### src/rtl/ucfs_pkg.sv
// Shared types and constants for the serial command framer with link session.
`timescale 1ns / 1ps

package ucfs_pkg;

	localparam int IBT_W      = 16;  // inter-byte timeout register
	localparam int STO_W      = 20;  // session timeout register
	localparam int GAP_W      = 17;  // inter-byte gap timer
	localparam int SESS_W     = 21;  // session idle timer
	localparam int CMD_W      = 48;  // emitted command field
	localparam int ACC_W      = 64;  // assembly word, room for the widest command
	localparam int CFG_IDX_W  = 2;
	localparam int CFG_DATA_W = 20;

	localparam logic [IBT_W-1:0]  IBT_RESET  = IBT_W'(200);
	localparam logic [STO_W-1:0]  STO_RESET  = STO_W'(30000);
	localparam logic [GAP_W-1:0]  GAP_MAX    = '1;
	localparam logic [SESS_W-1:0] SESS_MAX   = '1;

	typedef enum logic [CFG_IDX_W-1:0] {
		REG_INTER_BYTE_TIMEOUT = 2'd0,
		REG_SESSION_TIMEOUT    = 2'd1
	} cfg_reg_t;

	typedef enum logic {
		OP_TICK = 1'b0,
		OP_BYTE = 1'b1
	} op_t;

	typedef struct packed {
		logic       operation;
		logic [7:0] rx_byte;
		logic       radio_link_up;
	} item_t;

	typedef struct packed {
		logic             command_valid;
		logic [CMD_W-1:0] command_bytes;
		logic             stop_advertising;
		logic             restart_advertising;
		logic             session_active;
	} result_t;

	typedef struct packed {
		logic [IBT_W-1:0] inter_byte_timeout_ms;
		logic [STO_W-1:0] session_timeout_ms;
	} cfg_t;

endpackage

### src/rtl/uart_command_framer_with_session.sv
// Top level: serial command framer with link session and advertising control.
//
//   channel  | handshake           | payload
//   ---------+---------------------+--------------------------------------------------
//   in       | in_valid / in_stall | operation, rx_byte, radio_link_up
//   out      | out_valid/out_stall | command_valid, command_bytes, stop_advertising,
//            |                     | restart_advertising, session_active
//   cfg      | cfg_wr_en           | cfg_index, cfg_wdata
//
// One item per clock sustained while the output does not stall; the transfer loads the input
// register, and when the result register can take the item, the combinational state update
// is loaded into the result register, raising out_valid; the result leaves when out_stall is low.
// Reset restores both timeouts, clears the byte count, timers and session flag.
// An output stall holds the result register; the input stalls only when the input
// register is full and the result register cannot take its item.
`timescale 1ns / 1ps

module uart_command_framer_with_session #(
	parameter int CMD_BYTES = 6
) (
	input  logic                            clk,
	input  logic                            arst_n,
	input  logic                            in_valid,
	output logic                            in_stall,
	input  logic                            operation,
	input  logic [7:0]                      rx_byte,
	input  logic                            radio_link_up,
	output logic                            out_valid,
	input  logic                            out_stall,
	output logic                            command_valid,
	output logic [ucfs_pkg::CMD_W-1:0]      command_bytes,
	output logic                            stop_advertising,
	output logic                            restart_advertising,
	output logic                            session_active,
	input  logic                            cfg_wr_en,
	input  logic [ucfs_pkg::CFG_IDX_W-1:0]  cfg_index,
	input  logic [ucfs_pkg::CFG_DATA_W-1:0] cfg_wdata
);
	import ucfs_pkg::*;

	cfg_t    cfg;
	item_t   in_item;
	item_t   item_s1;
	result_t result;
	result_t result_q;
	logic    fire;
	logic    out_free;

	assign in_item.operation     = operation;
	assign in_item.rx_byte       = rx_byte;
	assign in_item.radio_link_up = radio_link_up;

	ucfs_cfg_regs u_cfg_regs (
		.clk       (clk),
		.arst_n    (arst_n),
		.cfg_wr_en (cfg_wr_en),
		.cfg_index (cfg_index),
		.cfg_wdata (cfg_wdata),
		.cfg       (cfg)
	);

	ucfs_in_stage u_in_stage (
		.clk      (clk),
		.arst_n   (arst_n),
		.in_valid (in_valid),
		.in_stall (in_stall),
		.in_item  (in_item),
		.out_free (out_free),
		.fire     (fire),
		.item_s1  (item_s1)
	);

	ucfs_core #(
		.CMD_BYTES (CMD_BYTES)
	) u_core (
		.clk     (clk),
		.arst_n  (arst_n),
		.fire    (fire),
		.item_s1 (item_s1),
		.cfg     (cfg),
		.result  (result)
	);

	ucfs_out_stage u_out_stage (
		.clk       (clk),
		.arst_n    (arst_n),
		.fire      (fire),
		.result    (result),
		.out_free  (out_free),
		.out_valid (out_valid),
		.out_stall (out_stall),
		.result_q  (result_q)
	);

	assign command_valid       = result_q.command_valid;
	assign command_bytes       = result_q.command_bytes;
	assign stop_advertising    = result_q.stop_advertising;
	assign restart_advertising = result_q.restart_advertising;
	assign session_active      = result_q.session_active;

endmodule

### src/rtl/ucfs_cfg_regs.sv
// Configuration registers for the timeouts.
`timescale 1ns / 1ps

module ucfs_cfg_regs (
	input  logic                           clk,
	input  logic                           arst_n,
	input  logic                           cfg_wr_en,
	input  logic [ucfs_pkg::CFG_IDX_W-1:0]  cfg_index,
	input  logic [ucfs_pkg::CFG_DATA_W-1:0] cfg_wdata,
	output ucfs_pkg::cfg_t                 cfg
);
	import ucfs_pkg::*;

	logic [IBT_W-1:0] ibt_q;
	logic [STO_W-1:0] sto_q;

	always_ff @(posedge clk or negedge arst_n) begin
		if (!arst_n) begin
			ibt_q <= IBT_RESET;
			sto_q <= STO_RESET;
		end else if (cfg_wr_en) begin
			case (cfg_index)
				REG_INTER_BYTE_TIMEOUT: ibt_q <= cfg_wdata[IBT_W-1:0];
				REG_SESSION_TIMEOUT:    sto_q <= cfg_wdata[STO_W-1:0];
				default: ;  // unmapped index, write dropped
			endcase
		end
	end

	assign cfg.inter_byte_timeout_ms = ibt_q;
	assign cfg.session_timeout_ms    = sto_q;

endmodule

### src/rtl/ucfs_in_stage.sv
// Input register stage with its valid/stall handshake.
`timescale 1ns / 1ps

module ucfs_in_stage (
	input  logic            clk,
	input  logic            arst_n,
	input  logic            in_valid,
	output logic            in_stall,
	input  ucfs_pkg::item_t in_item,
	input  logic            out_free,
	output logic            fire,
	output ucfs_pkg::item_t item_s1
);
	import ucfs_pkg::*;

	logic valid_s1;
	logic accept;

	// item in the stage moves on whenever the result register can take it
	assign fire     = valid_s1 && out_free;
	assign in_stall = valid_s1 && !out_free;
	assign accept   = in_valid && !in_stall;

	always_ff @(posedge clk or negedge arst_n) begin
		if (!arst_n) begin
			valid_s1 <= 1'b0;
		end else if (accept) begin
			valid_s1 <= 1'b1;
		end else if (fire) begin
			valid_s1 <= 1'b0;
		end
	end

	always_ff @(posedge clk) begin
		if (accept) begin
			item_s1 <= in_item;
		end
	end

endmodule

### src/rtl/ucfs_core.sv
// Framer and session state with the combinational update per item, registered on each transfer.
`timescale 1ns / 1ps

module ucfs_core #(
	parameter int CMD_BYTES = 6
) (
	input  logic              clk,
	input  logic              arst_n,
	input  logic              fire,
	input  ucfs_pkg::item_t   item_s1,
	input  ucfs_pkg::cfg_t    cfg,
	output ucfs_pkg::result_t result
);
	import ucfs_pkg::*;

	localparam int CNT_W = $clog2(CMD_BYTES + 1);
	localparam int IDX_W = (CMD_BYTES > 1) ? $clog2(CMD_BYTES) : 1;
	localparam logic [CNT_W-1:0] LAST_IDX = CNT_W'(CMD_BYTES - 1);

	logic [7:0]        byte_store_q [CMD_BYTES];
	logic [CNT_W-1:0]  count_q;
	logic [GAP_W-1:0]  gap_q;
	logic              flag_q;
	logic [SESS_W-1:0] sess_q;

	logic [CNT_W-1:0]  count_n;
	logic [CNT_W-1:0]  cnt0;
	logic [GAP_W-1:0]  gap_n;
	logic              flag_n;
	logic [SESS_W-1:0] sess_n;
	logic              tick;
	logic              gap_expired;
	logic              store_we;
	logic [IDX_W-1:0]  wr_idx;
	logic [ACC_W-1:0]  acc;

	assign tick = (item_s1.operation == OP_TICK);

	always_comb begin
		gap_n  = gap_q;
		sess_n = sess_q;
		if (tick && gap_q != GAP_MAX) begin
			gap_n = gap_q + 1'b1;
		end
		if (tick && sess_q != SESS_MAX) begin
			sess_n = sess_q + 1'b1;
		end

		gap_expired = (count_q != '0) && (gap_n > {1'b0, cfg.inter_byte_timeout_ms});
		cnt0        = gap_expired ? '0 : count_q;
		wr_idx      = cnt0[IDX_W-1:0];
		count_n     = count_q;
		flag_n      = flag_q;
		store_we    = 1'b0;
		result      = '0;

		if (item_s1.radio_link_up) begin
			flag_n  = 1'b0;
			count_n = '0;
		end else if (!tick) begin
			store_we = 1'b1;
			gap_n    = '0;
			if (cnt0 == LAST_IDX) begin
				result.stop_advertising = !flag_q;
				result.command_valid    = 1'b1;
				flag_n  = 1'b1;
				sess_n  = '0;
				count_n = '0;
			end else begin
				count_n = cnt0 + 1'b1;
			end
		end else begin
			count_n = cnt0;
			if (flag_q && sess_n > {1'b0, cfg.session_timeout_ms}) begin
				flag_n = 1'b0;
				result.restart_advertising = 1'b1;
			end
		end

		// last byte comes straight from the item, the rest from the store
		acc = '0;
		for (int i = 0; i < CMD_BYTES; i++) begin
			acc = {acc[ACC_W-9:0], (i == CMD_BYTES - 1) ? item_s1.rx_byte : byte_store_q[i]};
		end
		if (result.command_valid) begin
			result.command_bytes = acc[CMD_W-1:0];
		end
		result.session_active = flag_n;
	end

	always_ff @(posedge clk or negedge arst_n) begin
		if (!arst_n) begin
			count_q <= '0;
			gap_q   <= '0;
			flag_q  <= 1'b0;
			sess_q  <= '0;
		end else if (fire) begin
			count_q <= count_n;
			gap_q   <= gap_n;
			flag_q  <= flag_n;
			sess_q  <= sess_n;
		end
	end

	always_ff @(posedge clk) begin
		if (fire && store_we) begin
			byte_store_q[wr_idx] <= item_s1.rx_byte;
		end
	end

endmodule

### src/rtl/ucfs_out_stage.sv
// Result register on the output channel.
`timescale 1ns / 1ps

module ucfs_out_stage (
	input  logic              clk,
	input  logic              arst_n,
	input  logic              fire,
	input  ucfs_pkg::result_t result,
	output logic              out_free,
	output logic              out_valid,
	input  logic              out_stall,
	output ucfs_pkg::result_t result_q
);
	import ucfs_pkg::*;

	logic out_valid_q;

	// free when empty or when the held result leaves this cycle
	assign out_free  = !out_valid_q || !out_stall;
	assign out_valid = out_valid_q;

	always_ff @(posedge clk or negedge arst_n) begin
		if (!arst_n) begin
			out_valid_q <= 1'b0;
		end else if (fire) begin
			out_valid_q <= 1'b1;
		end else if (!out_stall) begin
			out_valid_q <= 1'b0;
		end
	end

	always_ff @(posedge clk) begin
		if (fire) begin
			result_q <= result;
		end
	end

endmodule

### config.mk
export PLATFORM = sky130hd
export DESIGN_NAME = uart_command_framer_with_session
export DESIGN_NICKNAME = d
export VERILOG_FILES = /design/src/rtl/ucfs_pkg.sv /design/src/rtl/uart_command_framer_with_session.sv /design/src/rtl/ucfs_cfg_regs.sv /design/src/rtl/ucfs_in_stage.sv /design/src/rtl/ucfs_core.sv /design/src/rtl/ucfs_out_stage.sv
export SDC_FILE = /design/constraint.sdc
export NUM_CORES = 1
export LEC_CHECK = 0
export BUFFER_PORTS_ARGS = -buffer_cell sky130_fd_sc_hd__buf_2
export CORE_MARGIN = 10
export CORE_UTILIZATION = 65
export CTS_BUF_LIST = sky130_fd_sc_hd__clkbuf_4
export CTS_CLUSTER_SIZE = 24
export DETAILED_ROUTE_END_ITERATION = 8
export PLACE_DENSITY = 0.95
export SLEW_MARGIN = 5
export SYNTH_ARGS = -nofsm -noshare
export SYNTH_HDL_FRONTEND = slang
export SYNTH_HIERARCHICAL = 1
export SYNTH_SLANG_ARGS = --single-unit
### constraint.sdc
create_clock -name clk -period 13.9 [get_ports clk]
set_input_delay 0.695 -clock clk [delete_from_list [all_inputs] [get_ports clk]]
set_output_delay 0.695 -clock clk [all_outputs]
set_load 0.01 [all_outputs]
# [After elaboration in Yosys (flattened, before gate mapping)]
# Memory sizes are Yosys's and may differ from the RTL's. A register that Yosys moved wholly into a read port is not among the register bits.
# Cells that the tools add are included.
[classes] n_addsub=3 mul=0 div_mod_pow=0 magnitude_cmp=2 eq_ne=5 shift=0 mux=27 bitwise_logic=2 n_reduce_logical=26
[ops] operator="2-to-1 mux 21 bit" count=4
[ops] operator="2-to-1 mux 17 bit" count=3
[ops] operator="adder 21 x 1 -> 21 bit, second input constant" count=1
[ops] operator="greater-than comparator 21 x 20 -> 1 bit" count=1
[ops] operator="!= test 21 bit, second input constant" count=1
[ops] operator="adder 17 x 1 -> 17 bit, second input constant" count=1
[ops] operator="greater-than comparator 17 x 16 -> 1 bit" count=1
[ops] operator="!= test 17 bit, second input constant" count=1
[ops] operator="2-to-1 mux 1 bit" count=16
[ops] operator="2-to-1 mux 3 bit" count=4
[ops] operator="logical NOT 1 bit" count=10
[ops] operator="logical AND 1 bit" count=8
[ops] operator="AND reduction 2 bit" count=2
[ops] operator="adder 3 x 1 -> 3 bit, second input constant" count=1
[ops] operator="== test 3 bit, second input constant" count=1
[ops] operator="nonzero test 3 bit" count=1
[ops] operator="OR reduction 3 bit" count=1
[ops] operator="== test 2 x 1 -> 1 bit, second input constant" count=1
[ops] operator="logical NOT 2 bit" count=1
[ops] operator="!= test 2 x 1 -> 1 bit, second input constant" count=1
[ops] operator="NOT 1 bit" count=2
[ops] operator="nonzero test 2 bit" count=1
[ops] operator="OR reduction 2 bit" count=1
[ops] operator="logical OR 1 bit" count=1
[totals] reg_bits=142 latchBits=0 mem_bits_rw=48 romBits=0 input_bits=37 out_inout_bits=54 wordCells=82 mem_count=1
[memory_table] memory="u_core.byte_store_q" depth=6 width=8 rd=5 rd_clocked_by_memory_dff=5 wr=1 line_no="ucfs_core.sv:20" rtl="logic [7:0] byte_store_q [CMD_BYTES];"

# [Logic depth before layout (Yosys ltp)]
[logic_depth] word_depth=11 ltp_mapped=21 depth_no_buf=19

# [Cells and area by module]
# The synthesis kept the hierarchy.
[by_module_without_submodules] mod="ucfs_core" n_inst=1 cells_each=561 area_each_um2=5365.1 seq_area_each_um2=2252.2
[by_module_without_submodules] mod="ucfs_out_stage" n_inst=1 cells_each=55 area_each_um2=1597.8 seq_area_each_um2=1586.5
[by_module_without_submodules] mod="ucfs_cfg_regs" n_inst=1 cells_each=77 area_each_um2=1370.1 seq_area_each_um2=913.4
[by_module_without_submodules] mod="ucfs_in_stage" n_inst=1 cells_each=16 area_each_um2=364.1 seq_area_each_um2=325.3

# [Worst setup path after synthesis]
# OpenSTA, ideal clock, no wires.
[synth_path] path_type="flip-flop to flip-flop" from="register u_core.gap_q[4]" to="memory u_core.byte_store_q[1][0], enable pin" setup_ns=0.395 arrival_time_ns=4.412 t_required_ns=13.505 setup_slack_ns=9.093 stages_incl_launch_ff=19 n_path_buf=1 period_less_slack_ns=4.807 path_cell_list="dfrtp_1 nand4_1 or3_1 nor4_1 ha_1 nand2b_1 or3_1 buf_2 nor2_4 nand3_1 nor2_2 xor2_1 ha_1 and3_1 a2111o_1 o21ai_1 a31o_4 nand2_1 nor4_1"
[synth_between] elab_chain_len=6 word_cells_on_any_way=7 cone_classes="1 x add/sub; 1 x order compare; 1 x eq/ne; 2 x mux; 2 x reduce/logical"
[synth_lines] item="start: declaration" line_no="ucfs_core.sv:22" rtl="logic [GAP_W-1:0] gap_q;"
[synth_lines] item="start signal: assignment" line_no="ucfs_core.sv:99" rtl="gap_q <= gap_n;"
[synth_lines] item="parallel branches: the longest is 2 deep, another holds adder 17 x 1 -> 17 bit"
[synth_lines] item="2-to-1 mux 17 bit (*)" line_no="ucfs_core.sv:42" rtl="if (tick && gap_q != GAP_MAX) begin"
[synth_lines] item="greater-than comparator 17 x 16 -> 1 bit (*)" line_no="ucfs_core.sv:49" rtl="gap_expired = (count_q != '0) && (gap_n > {1'b0, cfg.inter_byte_timeout_ms});"
[synth_lines] item="logical AND 1 bit (*)" line_no="ucfs_core.sv:49"
[synth_lines] item="2-to-1 mux 3 bit (*)" line_no="ucfs_core.sv:50" rtl="cnt0 = gap_expired ? '0 : count_q;"
[synth_lines] item="end: declaration" line_no="ucfs_core.sv:20"
# Every way passes the cells marked *.

# [Worst setup path in the final report]
[layout_path] from="register u_core.gap_q[4]" to="memory u_core.byte_store_q[3][1], enable pin"
# Same word-level chain as after synthesis.

==> reports/qor.log <==
qor: worst_setup_path.crit_fanout 8
qor: logic_synthesis.synth-compound-area-share 8.574%
qor: power.internal-power 0.0008190 W
qor: logic_synthesis.yosysUniqueCellTypes 63
qor: logic_synthesis.synth_top_family_by_area simple AND/OR/NAND/NOR gates
qor: worst_setup_path.worst-endpoint-required 14110 ps
qor: clock_network.cts_hold_buffers 0
qor: sta.final.min_clock_period 5328 ps
qor: clock_network.cts_inserted_buffers 17
qor: power.switching_share 31.64%
qor: place.numPortBuffers 90
qor: sta.fin_worst_skew 19.49 ps
qor: logic_synthesis.synthAdderAreaFrac 5.611%
qor: grt.grt_pass1_vias 5969
qor: worst_setup_path.crit_path_start_kind flip-flop
qor: worst_setup_path.timing.critical_path.max_delay_family simple AND/OR/NAND/NOR gates
qor: worst_setup_path.critical_path_arrival 5540 ps
qor: sta.finalSetupViolations 0
qor: power.power.sequential.fraction 57.1%
qor: grt.gr_overflow_total 0
qor: clock_network.clock_edge_transition_at_the_registers_on_the_reported_setup_and_hold_paths 140 ps
qor: sta.hold_vio_cnt_final 0
qor: finish.layout_cell_share_with_drive_strength_beyond_1 23.45%
qor: logic_synthesis.synthMuxAreaShare 5.165%
qor: power.pwr_density_cell 125.9 mW/mm^2
qor: floorplanning.die-width 135.7 um
qor: worst_setup_path.startpoint u_core/gap_q[4]
qor: sta.maxClockFrequency 187.7 MHz
qor: min_path.class_of_the_tightest_hold_or_removal_check primary input to asynchronous set/reset pin
qor: logic_synthesis.synth_xor_xnor_area_share 3.323%
qor: worst_setup_path.timing.critical_path.cells nand4_1 > or3_1 > nor4_1 > ha_1 > nand2b_1 > or3_1 > nor2_4 > nand3_1 > xnor2_1 > ha_1 > a21oi_1 > o21ai_0 > a2111o_1 > o21ai_1 > a31o_4 > nand2_1 > nor3_1
qor: sta.timing.max_slew.rel_slack 27.92%
qor: detailed_routing.total_number_of_vias 5949
qor: logic_synthesis.synth-seq-area-share 58.38%
qor: power.clock_power_share 23.0%
qor: grt.gr-usage-all-layers 20.64%
qor: detailed_routing.wire_per_inst 19.01 um
qor: finish.final_cell_mix 102 x edfxtp_1, 89 x buf_2, 70 x dfrtp_1
qor: grt.grt_first_pass_wirelength 29980 um
qor: detailed_routing.average_via_count_per_standard_cell 6.046
qor: detailed_routing.drtPass1Iterations 7
qor: grt.pin_count_of_the_biggest_net_entering_global_routing 81
qor: sta.setup_total_negative_slack 0 ps
qor: logic_synthesis.netlist_area_before_placement 0.008697 sq mm
qor: worst_setup_path.worstReg2RegStart u_core/gap_q[4]
qor: power.comb_power_share 20.0%
qor: power.vdd_drop_max 0.1049 mV
qor: sta.final_min_period_over_clock_period 38.33%
qor: sta.grt_setup_unrepaired no
qor: floorplanning.floorplan.core_area 0.01319 sq mm
qor: logic_synthesis.synth_top_flop_cell edfxtp_1
qor: worst_setup_path.criticalPathCategory flip-flop to flip-flop
qor: finish.final_net_count 869
qor: detailed_routing.remaining_drc_errors 0
qor: worst_setup_path.timing.critical_path.buf_inv 0
qor: logic_synthesis.async_reset_ff_share 43.96%
qor: outcome.run_status finished, final reports clean
qor: worst_setup_path.crit_path_max_incr_delay 890 ps
qor: logic_synthesis.synthesis.nets 785
qor: floorplanning.die_area 0.01841 sq mm
qor: run.cap_viol_max_count 0
qor: logic_synthesis.synthesis_stage_register_bit_count 182
qor: worst_setup_path.crit_slowest_cell nor3_1
qor: detailed_routing.antenna_violating_nets_post_route 0
qor: floorplanning.rows 42
qor: floorplanning.floorplan.initialDensity 65.94%
qor: logic_synthesis.post_synth_edffs 102
qor: logic_synthesis.synthSimpleGateAreaFrac 14.90%
qor: floorplanning.io_pins 91
qor: clock_network.tritoncts yes
qor: grt.antenna_found_initial 1
qor: power.power.static_leakage 4.118 nW
qor: logic_synthesis.post_synth.cell_area_avg 12.27 sq um
qor: clock_network.postCtsResizedCells 0
qor: clock_network.htreeDepth 4
qor: finish.area_growth_syn_to_layout 9.452%
qor: place.routability_driven_placement_congestion_ratio 0.9316
qor: detailed_routing.drt_first_iter_violations 545
qor: logic_synthesis.synth_cells 709
qor: power.net-switching-power 0.0003790 W
qor: clock_network.cts_buffer_depth 2
qor: sta.timing_worst_slew_pin_value 1073 ps
qor: finish.filler_cell_count 834
qor: power.power 0.001198 W
qor: sta.report.final.slew_viol_count 0
qor: logic_synthesis.yosys_warnings 6
qor: floorplanning.die_h 135.7 um
qor: place.hpwlAfterDp 13720 um
qor: detailed_routing.detail_route.wirelength 18710 um
qor: worst_setup_path.cp-end-kind flip-flop
qor: clock_network.clkSinkCount 182
qor: clock_network.clk-insertion-delay-late 580 ps
qor: clock_network.clk_root_buffer_cell clkbuf_4
qor: clock_network.post-cts-setup-buffers 0
qor: finish.layout.cells.most_common edfxtp_1
## layout make-up
class / instances / area [sq um] / area share (%)
clock inverter: 14 / 138.9 / 1.459
multi-input combinational: 447 / 3269 / 34.35
inverter: 52 / 197.7 / 2.077
antenna: 2 / 5.005 / 0.05258
tap: 176 / 220.2 / 2.313
clock buffer: 18 / 135.1 / 1.420
sequential: 182 / 5077 / 53.34
timing repair buffer: 93 / 475.5 / 4.995
## flip-flops by register name, indices dropped and copies added (netlist names), 3 cells and up
register	count
u_cfg_regs/ibt_q	16
u_cfg_regs/sto_q	20
u_core/byte_store_q	40
u_core/count_q	3
u_core/gap_q	17
u_core/sess_q	21
u_in_stage/item_s1	10
u_out_stage/result_q	52
## synthesized netlist by cell type, types with 8 or more instances
cell / n / area (sq um)
edfxtp_1: 102 / 3063
dfstp_2: 10 / 262.8
o21ai_0: 16 / 80.08
nand3_1: 22 / 110.1
a22o_1: 9 / 78.83
xnor2_1: 26 / 227.7
mux2_2: 39 / 439.2
and2_1: 50 / 312.8
nand2_1: 46 / 172.7
nand2b_1: 9 / 56.30
and3_1: 9 / 56.30
a21oi_1: 22 / 110.1
clkbuf_1: 13 / 48.80
dfrtp_1: 70 / 1752
nand4_1: 19 / 118.9
or3_1: 10 / 62.56
ha_1: 39 / 488.0
o221ai_1: 11 / 96.34
nor3_1: 8 / 40.04
nor2_1: 28 / 105.1
inv_1: 51 / 191.4
a21o_1: 8 / 60.06
## per-stage QoR
step | utilization [%] | setup slack [ps] | instances | hold WS [ps] | instance area, sq um
2_1_floorplan | - | 9093 | 709 | 399.4 | 8697
3_3_place_gp | 70.05 | 9000 | 950 | 483.6 | 9240
3_5_place_dp | 70.05 | 8728 | 950 | 493.9 | 9240
4_1_cts | 72.13 | 8686 | 982 | 252.5 | 9514
5_1_grt | 72.17 | 8303 | 984 | 239.8 | 9519
6_report | 72.17 | 8572 | 984 | 267.3 | 9519
## worst paths after layout
check	end	slack, ps	cells after the start
max	u_core/byte_store_q[3][1]	8570	17
min	u_cfg_regs/ibt_q[10]	270	1
max reg2reg	u_core/byte_store_q[3][1]	8570	17
min reg2reg	u_cfg_regs/ibt_q[14]	530	1
max in group asynchronous	u_core/flag_q	13000	1
min in group clk	u_in_stage/item_s1[7]	280	1
## logic make-up (layout without fill, tap and decap cells)
family                   Yosys count  after routing
multiplexers                      40             40
XOR/XNOR                          33             33
other                              0              2
adder cells (fa/ha/maj)           39             39
flip-flops                       182            182
buffers and inverters             80            177
AND/OR/NAND/NOR                  232            232
AO/OA/AOI/OAI                    103            103
## per-layer routing
metal  GRT usage (%)  share of wire [%]  wire length, um
met1           24.01                 38             7119
met2           36.04                 52             9780
met3           4.970                7.1             1332
met4           7.835                2.5              477
met5               0                  0                0
## power by group through the flow
| stage | logic [W] | clock network, W | registers (W) |
|---|---|---|---|
| 2_1_floorplan | 0.000162 | 0 | 0.000684 |
| 3_3_place_gp | 0.000219 | 0 | 0.000687 |
| 3_5_place_dp | 0.000234 | 0 | 0.000693 |
| 4_1_cts | 0.000237 | 0.000279 | 0.000682 |
| 5_1_grt | 0.000265 | 0.000302 | 0.000690 |
| 6_report | 0.000239 | 0.000275 | 0.000684 |
No activity file was read; power rests on OpenSTA's default activity.
